===== src/design/ico_pkg.sv =====
// Package: shared types and constants of the icosphere triangle subdivider.
package ico_pkg;

   localparam logic [1:0] ACT_LOAD   = 2'd0;
   localparam logic [1:0] ACT_SUBDIV = 2'd1;
   localparam logic [1:0] ACT_LEVEL  = 2'd2;
   localparam logic [1:0] ACT_NONE   = 2'd3;

   localparam logic [1:0] KIND_VERTEX = 2'd0;
   localparam logic [1:0] KIND_TRI    = 2'd1;
   localparam logic [1:0] KIND_ERROR  = 2'd2;

   localparam int COORD_W = 16;
   localparam int REF_W   = 8;

   typedef struct packed {
      logic [1:0]         action;
      logic signed [15:0] x;
      logic signed [15:0] y;
      logic signed [15:0] z;
      logic [7:0]         a;
      logic [7:0]         b;
      logic [7:0]         c;
   } cmd_type;

endpackage


===== src/design/ico_front.sv =====
// Front end: accepts items, drops unused codes and queues work for the back end.
module ico_front
   import ico_pkg::*;
(
   input  logic    clock,
   input  logic    reset,
   input  logic    req_start,
   input  cmd_type req_cmd,
   output logic    req_busy,
   output logic    q_valid,
   output cmd_type q_cmd,
   input  logic    q_pop
);

   logic    full_ff, full_in;
   logic    has_ff, has_in;
   cmd_type slot_ff, slot_in;
   logic    push;

   // one-entry queue; busy while occupied so a single item is in flight
   assign req_busy = has_ff;
   assign push     = req_start && !has_ff && (req_cmd.action != ACT_NONE);
   assign q_valid  = full_ff;
   assign q_cmd    = slot_ff;

   always_comb begin
      full_in = full_ff;
      has_in  = has_ff;
      slot_in = slot_ff;
      if (push) begin
         full_in = 1'b1;
         has_in  = 1'b1;
         slot_in = req_cmd;
      end
      if (q_pop) begin
         full_in = 1'b0;
         has_in  = 1'b0;
      end
   end

   always_ff @(posedge clock) begin
      if (reset) begin
         full_ff <= 1'b0;
         has_ff  <= 1'b0;
      end else begin
         full_ff <= full_in;
         has_ff  <= has_in;
      end
      slot_ff <= slot_in;
   end

endmodule


===== config.mk =====
export PLATFORM = sky130hd
export DESIGN_NAME = ico_front
export DESIGN_NICKNAME = d
export VERILOG_FILES = /design/src/design/ico_pkg.sv /design/src/design/ico_front.sv
export SDC_FILE = /design/constraint.sdc
export NUM_CORES = 1
export LEC_CHECK = 0
export BUFFER_PORTS_ARGS = -buffer_cell sky130_fd_sc_hd__buf_4
export CAP_MARGIN = 20
export CORE_MARGIN = 8
export CORE_UTILIZATION = 40
export DETAILED_ROUTE_END_ITERATION = 7
export HOLD_SLACK_MARGIN = 0.08
export PLACE_DENSITY = 0.88
export RECOVER_POWER = 25
export SYNTH_ARGS = -nofsm -noshare
export SYNTH_HDL_FRONTEND = slang
export SYNTH_SLANG_ARGS = --single-unit

===== constraint.sdc =====
create_clock -name clock -period 3.19 [get_ports clock]
set_input_delay 0.319 -clock clock [delete_from_list [all_inputs] [get_ports clock]]
set_output_delay 0.319 -clock clock [all_outputs]
set_load 0.1 [all_outputs]

==> impl_metrics.ini <==
[die]
dieArea_sq_um = 8370
start_util_pct = 41.4
io_pins = 154
die_x_um = 91.5
fp.dieH_um = 91.5
coreArea_sq_um = 5510
std_cell_rows = 27

[grt]
grt_pass1_wl_um = 8420
grtUsageTotal_pct = 13.3
grt_use_met2_pct = 20.2
grt_max_degree = 75
gr-total-overflow = 0
grt_pass1_vias = 1517
antenna_found_initial = 0
grt_util_met3_pct = 8.56
use_met1_pct = 13.9
busiest_layer = met2

[setup_path]
path_cells = and2b_4
end_kind = register
path_buf_inv = 0
critPathTopFamily = simple AND/OR/NAND/NOR gates
cp-start-kind = register
cp.required_ns = 3.13
critPathMaxFanout = 74
critPathSlowestCell = and2b_4
critPathArrivalTime_ns = 1.66
path_class = reg2reg
r2r-start = req_busy
critical_path.max_stage_delay_ns = 0.91
crit_start = req_busy

[placement]
globalplace.congestion = 0.660
numPortBuffers = 153
post-place-ws_ns = 1.30

[synthesis]
yosysTopAreaCell = edfxtp_1
syn_area_sq_um = 2280
syn_nets = 158
synth_warnings = 0
synth_area_per_cell_sq_um = 28.5
syn_inst = 80
synth.distinct_cells = 7
synth.top_cell.area_share_pct = 97.5
ys_seq_area_share_pct = 98.4
yosys_register_bits = 75
synthTopCellsByArea = edfxtp_1 97%, dfxtp_1 0.88%, a21boi_2 0.49%

[sta]
maxSlewHeadroom_pct = 30.3
fin_crit_ns = 1.72
worst_pin_slew_ns = 1.05
drv_slew = 0
fmax_mhz = 582
hold_viol = 0
setup_viol = 0
fin_crit_sh_pct = 53.8
worst_slack_ns = 1.47
fin_setup_tns_ns = 0
skew_ns = 0.0113
grt_setup_unrepaired = no

[clocking]
clkLatencyLatePin_ns = 0.33
ctsResizeCount = 0
cts_buffers = 9
clock_sinks = 75
ctsHoldBuffers = 0
cts_max_level = 3
root_buffer = clkbuf_8
clkTransAtPathRegs_ns = 0.07
cts_buffer_depth = 2
cts_tree = built
post_cts_buffers = 0

[layout]
fillers = 391
final_common_cell = buf_4
drive_gt1_share_pct = 66.9
layout_common_cells = 97 x buf_4, 74 x edfxtp_1, 56 x clkbuf_4
diodes = 0
layout.nets = 321
syn2layout_area_growth_pct = 60.8

[hold_path]
hold_class = in2reg
hold_start = req_cmd[57]

[pwr]
p_clk_share_pct = 24.9
netSwitchingPower_mw = 0.766
pwr-share-seq_pct = 50.4
p_comb_share_pct = 24.7
internal-power_mw = 1.55
p_leak_nw = 1.53
ir_drop_v = 0.000379
p_sw_share_pct = 33.1
p_per_area_nw_per_um2 = 632

[drt]
wire_per_inst_um = 17.7
drc = 0
routed_wl_um = 5660
num_vias = 1402
viasPerCell = 4.38
first_pass_iters = 4
ant_nets = 0
drtIter0Drc = 59

[status]
status = complete, no violations

[job]
cap_violations = 0
[cells in the mapped netlist]
master,n
edfxtp_1,74
a21boi_2,1
and2b_1,1
buf_4,1
dfxtp_1,1
nor2_1,1
o21a_1,1
[per-stage QoR]
step	hold slack [ns]	instance area, sq um	power [mW]	cells	util (%)
6_report	0.168	3670	2.32	320	66.6
2_1_floorplan	0.418	2280	1.61	80	-
4_1_cts	0.143	3670	2.35	320	66.6
5_1_grt	0.151	3670	2.41	320	66.6
3_3_place_gp	0.489	3510	1.76	304	63.8
3_5_place_dp	0.498	3510	1.77	304	63.8
[state kept, by name, summed over array words and instances, names as in the netlist]
signal and cells:
q_cmd 74, req_busy 1
[routing by layer]
metal | vias to the layer above | wire, um | share of wire (%)
met4 | 0 | 93 | 1.6
met1 | 648 | 1960 | 35
met5 | - | 0 | 0
met2 | 99 | 2670 | 47
met3 | 9 | 938 | 17
li1 | 646 | - | -
[cell families (layout without fill, tap and decap cells)]
logic type	after synthesis	after routing	synth area share, %
AOI/OAI and AO/OA	2	2	0.823
buffers and inverters	1	169	0.329
DFF	75	75	98.4
and+or+nand+nor	2	2	0.494
[layout make-up]
class	instances	area, sq um	area share [%]
flip-flops and latches	75	2240	61.2
clock buffers	12	135	3.69
clock inverters	4	17.5	0.478
repair buffers	153	1150	31.3
multi-input cells	4	32.5	0.887
well taps	72	90.1	2.46
[power by group through the flow]
stage / combinational (mW) / sequential [mW] / clock, mW
5_1_grt: 0.587 / 1.17 / 0.646
6_report: 0.572 / 1.17 / 0.576
3_3_place_gp: 0.576 / 1.19 / 0
4_1_cts: 0.580 / 1.17 / 0.604
2_1_floorplan: 0.0255 / 1.58 / 0
3_5_place_dp: 0.580 / 1.19 / 0
[final timing paths]
check	cells after the start	end	slack (ns)
hold reg to reg	1	req_busy	0.54
hold / removal	1	q_cmd[57]	0.17
setup reg to reg	1	q_cmd[37]	1.47
setup / recovery	1	q_cmd[37]	1.47
Power figures use the tool's default switching activity.
